===== config.mk =====
export PLATFORM = sky130hd
export DESIGN_NAME = cpu_8bit_load_store_unit
export DESIGN_NICKNAME = d
export VERILOG_FILES = /design/src/design/lsu8_pkg.sv /design/src/design/cpu_8bit_load_store_unit.sv
export VERILOG_INCLUDE_DIRS = /design/src /design/src/design
export SDC_FILE = /design/constraint.sdc
export NUM_CORES = 1
export LEC_CHECK = 0
export ABC_AREA = 1
export BUFFER_PORTS_ARGS = -buffer_cell sky130_fd_sc_hd__buf_2
export CAP_MARGIN = 10
export CORE_ASPECT_RATIO = 0.8
export CORE_UTILIZATION = 23
export DETAILED_ROUTE_END_ITERATION = 10
export GPL_TIMING_DRIVEN = 0
export PLACE_DENSITY = 0.44
export SLEW_MARGIN = 20
export SYNTH_ARGS = -nofsm -noshare
export SYNTH_HDL_FRONTEND = slang
export SYNTH_SLANG_ARGS = --single-unit

===== constraint.sdc =====
create_clock -name clk -period 6.1 [get_ports clk]
set_clock_uncertainty 0.05 [all_clocks]
set_input_delay 1.22 -clock clk [delete_from_list [all_inputs] [get_ports clk]]
set_output_delay 1.22 -clock clk [all_outputs]
set_load 0.01 [all_outputs]

===== src/design/cpu_8bit_load_store_unit_assert.svh =====
// Assertion macros for the 8-bit load/store unit.
// Expects clk and rst_n in the scope of the module that uses them.
`ifndef CPU_8BIT_LOAD_STORE_UNIT_ASSERT_SVH
`define CPU_8BIT_LOAD_STORE_UNIT_ASSERT_SVH

// Same-cycle implication.
`define LSU8_ASSERT_NOW(lbl, ante, cons) \
    lbl: assert property (@(posedge clk) disable iff (!rst_n) (ante) |-> (cons)) \
        else $error("lsu8 assertion failed");

// Next-cycle implication.
`define LSU8_ASSERT_NEXT(lbl, ante, cons) \
    lbl: assert property (@(posedge clk) disable iff (!rst_n) (ante) |=> (cons)) \
        else $error("lsu8 assertion failed");

`endif


===== src/design/lsu8_pkg.sv =====
// Types and constants for the 8-bit load/store unit.
// No dependencies.
`default_nettype none

package lsu8_pkg;

    typedef enum logic [3:0] {
        CMD_MOV      = 4'd0,
        CMD_LD_IMM   = 4'd1,
        CMD_LD_HL    = 4'd2,
        CMD_ST_HL    = 4'd3,
        CMD_ST_HL_I  = 4'd4,
        CMD_ST_HI_I  = 4'd5,
        CMD_ST_HI_C  = 4'd6,
        CMD_LD_HI_I  = 4'd7,
        CMD_LD_HI_C  = 4'd8,
        CMD_LD_PAIR  = 4'd9,
        CMD_ST_PAIR  = 4'd10,
        CMD_RET      = 4'd11
    } cmd_t;

    localparam logic [2:0] SEL_B    = 3'd0;
    localparam logic [2:0] SEL_C    = 3'd1;
    localparam logic [2:0] SEL_D    = 3'd2;
    localparam logic [2:0] SEL_E    = 3'd3;
    localparam logic [2:0] SEL_H    = 3'd4;
    localparam logic [2:0] SEL_L    = 3'd5;
    localparam logic [2:0] SEL_A    = 3'd6;
    localparam logic [2:0] SEL_NONE = 3'd7;

    localparam logic [1:0] PAIR_BC    = 2'd0;
    localparam logic [1:0] PAIR_DE    = 2'd1;
    localparam logic [1:0] PAIR_HL_INC = 2'd2;
    localparam logic [1:0] PAIR_HL_DEC = 2'd3;

    localparam logic [7:0] HIGH_PAGE = 8'hFF;
    localparam int         NUM_REGS  = 7;

    // Packed so that mem_valid lands in bit 0 of m_tdata.
    typedef struct packed {
        logic [5:0]  pad;
        logic [7:0]  reg_l;
        logic [7:0]  reg_h;
        logic [7:0]  reg_e;
        logic [7:0]  reg_d;
        logic [7:0]  reg_c;
        logic [7:0]  reg_b;
        logic [7:0]  reg_a;
        logic [7:0]  mem_wdata;
        logic [15:0] mem_addr;
        logic        mem_write;
        logic        mem_valid;
    } result_t;

endpackage

`default_nettype wire


===== src/design/cpu_8bit_load_store_unit.sv =====
// 8-bit load/store unit: register file, pending-read tracking and one result
// register. One transaction per cycle in each direction unless the output
// stalls; each result is registered. The register file and read tracking
// update at the accepting edge, so the next transaction sees them at once.
// Input is taken whenever the result register is empty or being drained.
// Depends on lsu8_pkg and cpu_8bit_load_store_unit_assert.svh.
`default_nettype none
`include "cpu_8bit_load_store_unit_assert.svh"

module cpu_8bit_load_store_unit
    import lsu8_pkg::*;
(
    input  wire logic        clk,
    input  wire logic        rst_n,
    input  wire logic        s_tvalid,
    output logic             s_tready,
    input  wire logic [23:0] s_tdata,  // dst_sel, src_sel, pair_sel, imm_byte, mem_data
    input  wire logic [3:0]  s_tuser,  // cmd
    output logic             m_tvalid,
    input  wire logic        m_tready,
    output logic [87:0]      m_tdata   // mem_valid, mem_write, mem_addr, mem_wdata,
                                       // reg_a, reg_b, reg_c, reg_d, reg_e, reg_h,
                                       // reg_l, zero pad
);

    logic [7:0] rf_reg  [NUM_REGS];
    logic [7:0] rf_next [NUM_REGS];
    logic       pend_reg;
    logic       pend_next;
    logic [2:0] tgt_reg;
    logic [2:0] tgt_next;
    logic       m_tvalid_reg;
    logic       m_tvalid_next;
    result_t    res_reg;
    result_t    res_next;

    cmd_t       cmd;
    logic [2:0] dst_sel;
    logic [2:0] src_sel;
    logic [1:0] pair_sel;
    logic [7:0] imm_byte;
    logic [7:0] mem_data;
    logic       accept;

    logic [7:0]  src_val;
    logic [15:0] hl;
    logic [15:0] pair_addr;
    logic        acc_valid;
    logic        acc_write;
    logic [15:0] acc_addr;
    logic [7:0]  acc_wdata;
    logic        rd_req;
    logic [2:0]  rd_tgt;
    logic        wr_en;
    logic [2:0]  wr_sel;
    logic [7:0]  wr_val;
    logic        hl_en;
    logic [15:0] hl_val;

    assign cmd      = cmd_t'(s_tuser);
    assign dst_sel  = s_tdata[2:0];
    assign src_sel  = s_tdata[5:3];
    assign pair_sel = s_tdata[7:6];
    assign imm_byte = s_tdata[15:8];
    assign mem_data = s_tdata[23:16];

    assign s_tready = !m_tvalid_reg || m_tready;
    assign accept   = s_tvalid && s_tready;

    assign src_val = (src_sel != SEL_NONE) ? rf_reg[src_sel] : 8'd0;
    assign hl      = {rf_reg[SEL_H], rf_reg[SEL_L]};

    always_comb
    begin
        case (pair_sel)
            PAIR_BC: pair_addr = {rf_reg[SEL_B], rf_reg[SEL_C]};
            PAIR_DE: pair_addr = {rf_reg[SEL_D], rf_reg[SEL_E]};
            default: pair_addr = hl;
        endcase
    end

    always_comb
    begin
        acc_valid = 1'b0;
        acc_write = 1'b0;
        acc_addr  = 16'd0;
        acc_wdata = 8'd0;
        rd_req    = 1'b0;
        rd_tgt    = SEL_A;
        wr_en     = 1'b0;
        wr_sel    = dst_sel;
        wr_val    = src_val;
        hl_en     = 1'b0;
        hl_val    = hl;
        case (cmd)
            CMD_MOV:
            begin
                wr_en = 1'b1;
            end
            CMD_LD_IMM:
            begin
                wr_en  = 1'b1;
                wr_val = imm_byte;
            end
            CMD_LD_HL:
            begin
                rd_req   = 1'b1;
                rd_tgt   = dst_sel;
                acc_addr = hl;
            end
            CMD_ST_HL:
            begin
                acc_write = 1'b1;
                acc_addr  = hl;
                acc_wdata = src_val;
            end
            CMD_ST_HL_I:
            begin
                acc_write = 1'b1;
                acc_addr  = hl;
                acc_wdata = imm_byte;
            end
            CMD_ST_HI_I:
            begin
                acc_write = 1'b1;
                acc_addr  = {HIGH_PAGE, imm_byte};
                acc_wdata = rf_reg[SEL_A];
            end
            CMD_ST_HI_C:
            begin
                acc_write = 1'b1;
                acc_addr  = {HIGH_PAGE, rf_reg[SEL_C]};
                acc_wdata = rf_reg[SEL_A];
            end
            CMD_LD_HI_I:
            begin
                rd_req   = 1'b1;
                acc_addr = {HIGH_PAGE, imm_byte};
            end
            CMD_LD_HI_C:
            begin
                rd_req   = 1'b1;
                acc_addr = {HIGH_PAGE, rf_reg[SEL_C]};
            end
            CMD_LD_PAIR, CMD_ST_PAIR:
            begin
                acc_addr = pair_addr;
                if (cmd == CMD_LD_PAIR)
                begin
                    rd_req = 1'b1;
                end
                else
                begin
                    acc_write = 1'b1;
                    acc_wdata = rf_reg[SEL_A];
                end
                hl_en  = pair_sel[1];
                hl_val = (pair_sel == PAIR_HL_INC) ? hl + 16'd1 : hl - 16'd1;
            end
            CMD_RET:
            begin
                wr_en  = pend_reg;
                wr_sel = tgt_reg;
                wr_val = mem_data;
            end
            default:
            begin
            end
        endcase
        acc_valid = acc_write || rd_req;
    end

    always_comb
    begin
        for (int i = 0; i < NUM_REGS; i++)
        begin
            rf_next[i] = rf_reg[i];
            if (accept && wr_en && wr_sel == 3'(i))
                rf_next[i] = wr_val;
        end
        if (accept && hl_en)
        begin
            rf_next[SEL_H] = hl_val[15:8];
            rf_next[SEL_L] = hl_val[7:0];
        end

        pend_next = pend_reg;
        tgt_next  = tgt_reg;
        if (accept)
        begin
            if (rd_req)
            begin
                pend_next = 1'b1;
                tgt_next  = rd_tgt;
            end
            else if (cmd == CMD_RET)
            begin
                pend_next = 1'b0;
            end
        end

        m_tvalid_next = accept || (m_tvalid_reg && !m_tready);

        res_next           = res_reg;
        if (accept)
        begin
            res_next.pad       = '0;
            res_next.mem_valid = acc_valid;
            res_next.mem_write = acc_write;
            res_next.mem_addr  = acc_valid ? acc_addr : 16'd0;
            res_next.mem_wdata = acc_wdata;
            res_next.reg_a     = rf_next[SEL_A];
            res_next.reg_b     = rf_next[SEL_B];
            res_next.reg_c     = rf_next[SEL_C];
            res_next.reg_d     = rf_next[SEL_D];
            res_next.reg_e     = rf_next[SEL_E];
            res_next.reg_h     = rf_next[SEL_H];
            res_next.reg_l     = rf_next[SEL_L];
        end
    end

    always_ff @(posedge clk or negedge rst_n)
    begin
        if (!rst_n)
        begin
            for (int i = 0; i < NUM_REGS; i++)
                rf_reg[i] <= 8'd0;
            pend_reg     <= 1'b0;
            tgt_reg      <= 3'd0;
            m_tvalid_reg <= 1'b0;
        end
        else
        begin
            rf_reg       <= rf_next;
            pend_reg     <= pend_next;
            tgt_reg      <= tgt_next;
            m_tvalid_reg <= m_tvalid_next;
        end
    end

    always_ff @(posedge clk)
    begin
        res_reg <= res_next;
    end

    assign m_tvalid = m_tvalid_reg;
    assign m_tdata  = res_reg;

    `LSU8_ASSERT_NOW(a_regs_match, m_tvalid_reg,
        res_reg.reg_a == rf_reg[SEL_A] && res_reg.reg_h == rf_reg[SEL_H] &&
        res_reg.reg_l == rf_reg[SEL_L] && res_reg.reg_c == rf_reg[SEL_C])
    `LSU8_ASSERT_NOW(a_write_is_access, m_tvalid_reg && res_reg.mem_write,
        res_reg.mem_valid)
    `LSU8_ASSERT_NEXT(a_read_sets_pending, accept && rd_req, pend_reg)
    `LSU8_ASSERT_NEXT(a_return_clears, accept && cmd == CMD_RET && pend_reg,
        !pend_reg && m_tvalid_reg && !res_reg.mem_valid)
    `LSU8_ASSERT_NOW(a_idle_no_change, !accept,
        pend_next == pend_reg && tgt_next == tgt_reg)

endmodule

`default_nettype wire

==> impl_results.md <==
- RSZ-0062 raised after global routing: false
- Max-slew headroom: 0.291
- Worst setup SP type: input port
- # diodes: 0
- Max Fclk: 271 MHz
- Worst IR Drop VDD: 0.179 mV
- Wire length on met1: ~14000 um
- Iteration-0 DRC Markers: 527
- First-pass GRT wire length: 40900 um
- Cts repair resizes: 0
- # rows: 59
- Critical-path cell list: clkbuf_1 > inv_1 > nor2_1 > inv_1 > ha_1 > a21oi_1 > nand2_1 > nand2_1 > nand3_1 > nand2_1 > nand3_1 > nand3_1 > nand2_1
- Top sig layer: met4
- Cell Area, Synth: about 0.0076 mm^2
- Vias: 6739
- Die Height: about 160 um
- Port-buffer cells: 112
- DIE AREA: 0.0337 mm^2
- Die X: approximately 210 um
- H-tree levels: 4
- Crit path time final: about 3.7 ns
- Post-CTS Setup Inserts: 0
- Vias in the first global route: between 6000 and 7000
- Asr flop ratio synth: 0.427
- Area Overhead vs Synth: 25.0%
- Max incr delay on CP: 0.46 ns
- Max FO, Critical Path: 16
- # DRC: 0
- Hold buffers post-CTS: 0
- Fillers: 3532
- Req. time, crit path: 6.23 ns
- Wire per inst: 18.5 um
- Worst setup EP type: register
- Most frequent CP cell: nand2_1
- Final instance area: 0.00948 mm^2
- Pre-antenna DRT Iters: 5
- Hold Path Sink: tgt_reg[0]
- Reg-to-Reg Start: m_tvalid
- Final period utilization: 0.606
- Synth unique cells: 42
- Status: finished clean
- Max-slew violations: 0
- Largest register FFs: 82
- Synthesis-stage register bit count: 143
- Post-synthesis sequential area ratio: 0.526
- GR Overflow Total: 0
- Initial antenna violation count: 0
- Routed Antenna Nets: 0
- Core ar.: between 0.03 and 0.04 mm^2
- R2r setup slk: 3.54 ns
- CTS tree: yes
- Total track usage: 0.168
- HP Class: register to register
- Post-synthesis instance total: 900
- Largest net degree at the start of global routing: 42
- Clock slew seen by the registers of the worst setup and hold paths: 0.06 ns
- Hold Fails Final Rpt: 0
- Slowest library cell on the worst path: ha_1
- TritonCTS Sinks: 143
- Ports: ~120
- P_leak: 4.30 nW
- Root Buffer: clkbuf_16
- EDFF count, synth: 82
- Critical path class: input port to register
- Least-Margin Pin Slew: approximately 1.1 ns
- Total negative slack: 0 ns
- Place WS: 2.01 ns
- Total power: 3.46 mW
- Met2 WL: 11500 um
- Routability Congestion: roughly 0.93
- Worst-Skew Late Latency: roughly 0.44 ns
- CTS Buf Count: 17
- Share of cells above drive strength 1: 0.182
- Critical Path AT: approximately 3.8 ns
- Vias/cell: 4.55
- Ys Warns: 0
- Post-Route WL: around 27000 um
- Synth Flop Type: edfxtp_1
- Cell depth of the worst min-delay path: 2
- Hold path start: tgt_reg[0]
- DPL Wire Length: between 20000 and 25000 um
- Post-layout nets: 1090
- Mean post-synth cell area: 8.43 um^2
- Met3 WL: 1570 um
- Total placed instance area: 0.00885 mm^2
- Cell Pwr Density: 365 mW/mm^2
- Max_cap viols: 0
- R2R cell count: 8
- Initial Util: 0.234
- CTS max path bufs: 2
- Final setup fails: 0
- Setup WS post-layout: 2.41 ns
- Worst R2R End: m_tdata[71]
[worst max path at each step]
stage	from	endpoint	slack, ns	cells after the start
after global routing	s_tdata[7]	m_tdata[69]	2.28	14
final	s_tdata[7]	m_tdata[71]	2.41	13
after global placement	m_tready	m_tdata[71]	-1.39	8
after detailed placement	s_tdata[7]	m_tdata[71]	2.01	13
after floorplan	m_tready	m_tdata[75]	0.92	7
after CTS	s_tdata[7]	m_tdata[71]	2.46	13
[metal layers]
layer  up-vias  track usage
met5         -            0
met4         0       0.0465
met3        25       0.0367
met2       207        0.245
met1      3253        0.247
li1       3254            -
[cell type report]
type / instances / area, um^2 / share of cell area
clock inverters: 10 / 159 / 0.0168
plain buffers: 27 / 159 / 0.0168
flip-flops and latches: 143 / 3990 / 0.421
well taps: 427 / 534 / 0.0564
clock buffers: 22 / 474 / 0.0500
repair buffers: 117 / 701 / 0.0739
multi-input cells: 627 / 3060 / 0.323
inverters: 108 / 405 / 0.0428
[power breakdown]
group,switching [mW],internal (mW)
Clock,0.420,0.716
Sequential,0.139,1.23
Combinational,0.633,0.323
Total,1.19,2.27
[cells by family after synthesis]
| group | count (synthesis) | share of synthesized area |
|---|---|---|
| AO/OA/AOI/OAI | 128 | 0.102 |
| XOR/XNOR | 5 | 0.00577 |
| buffers and inverters | 135 | 0.0744 |
| other | 1 | 0.000494 |
| AND/OR/NAND/NOR | 471 | 0.262 |
| adder cells (fa/ha/maj) | 17 | 0.0290 |
| flip-flops | 143 | 0.526 |
[critical path: cells and delay by family]
kind / cells / cell delay (ns)
adder cells (fa/ha/maj): 1 / 0.46
AO/OA/AOI/OAI: 1 / 0.16
AND/OR/NAND/NOR: 8 / 1.06
buffers and inverters: 3 / 0.90
[synth_stat cells (4+ instances only)]
master / instances / share of area
o22ai_1: 13 / 0.011
nand3b_1: 6 / 0.0059
nor2_2: 4 / 0.0033
dfrtp_1: 61 / 0.20
xor2_1: 4 / 0.0046
edfxtp_1: 82 / 0.32
ha_1: 16 / 0.026
nor2_1: 44 / 0.022
o21ai_1: 14 / 0.0092
buf_4: 13 / 0.013
nand2_2: 7 / 0.0058
a22oi_1: 12 / 0.012
a21oi_1: 21 / 0.014
clkbuf_1: 6 / 0.0030
o221ai_1: 7 / 0.0081
inv_1: 102 / 0.050
nor2_4: 6 / 0.0089
nand4_1: 6 / 0.0049
o21ai_0: 43 / 0.028
nand2_1: 325 / 0.16
inv_2: 5 / 0.0025
buf_2: 7 / 0.0046
o311ai_0: 6 / 0.0069
nand3_1: 67 / 0.044
o2111ai_1: 4 / 0.0046
[placed cells by master, fill, tap and decap left out, drive strengths merged, types with 22 or more instances in the layout]
master and count:
clkbuf 28, edfxtp 82, nand2 332, nor2 54, buf 138, nand3 69, o21ai 58, dfrtp 61
inv 108, a21oi 22
[per-stage QoR]
stage | hold slack, ns | std cells | util
2_1_floorplan | 0.392 | 905 | -
3_3_place_gp | 0.411 | 1444 | 0.268
3_5_place_dp | 0.421 | 1449 | 0.272
4_1_cts | 0.437 | 1481 | 0.292
5_1_grt | 0.467 | 1481 | 0.292
6_report | 0.435 | 1481 | 0.292
Power figures use the tool's default switching activity.
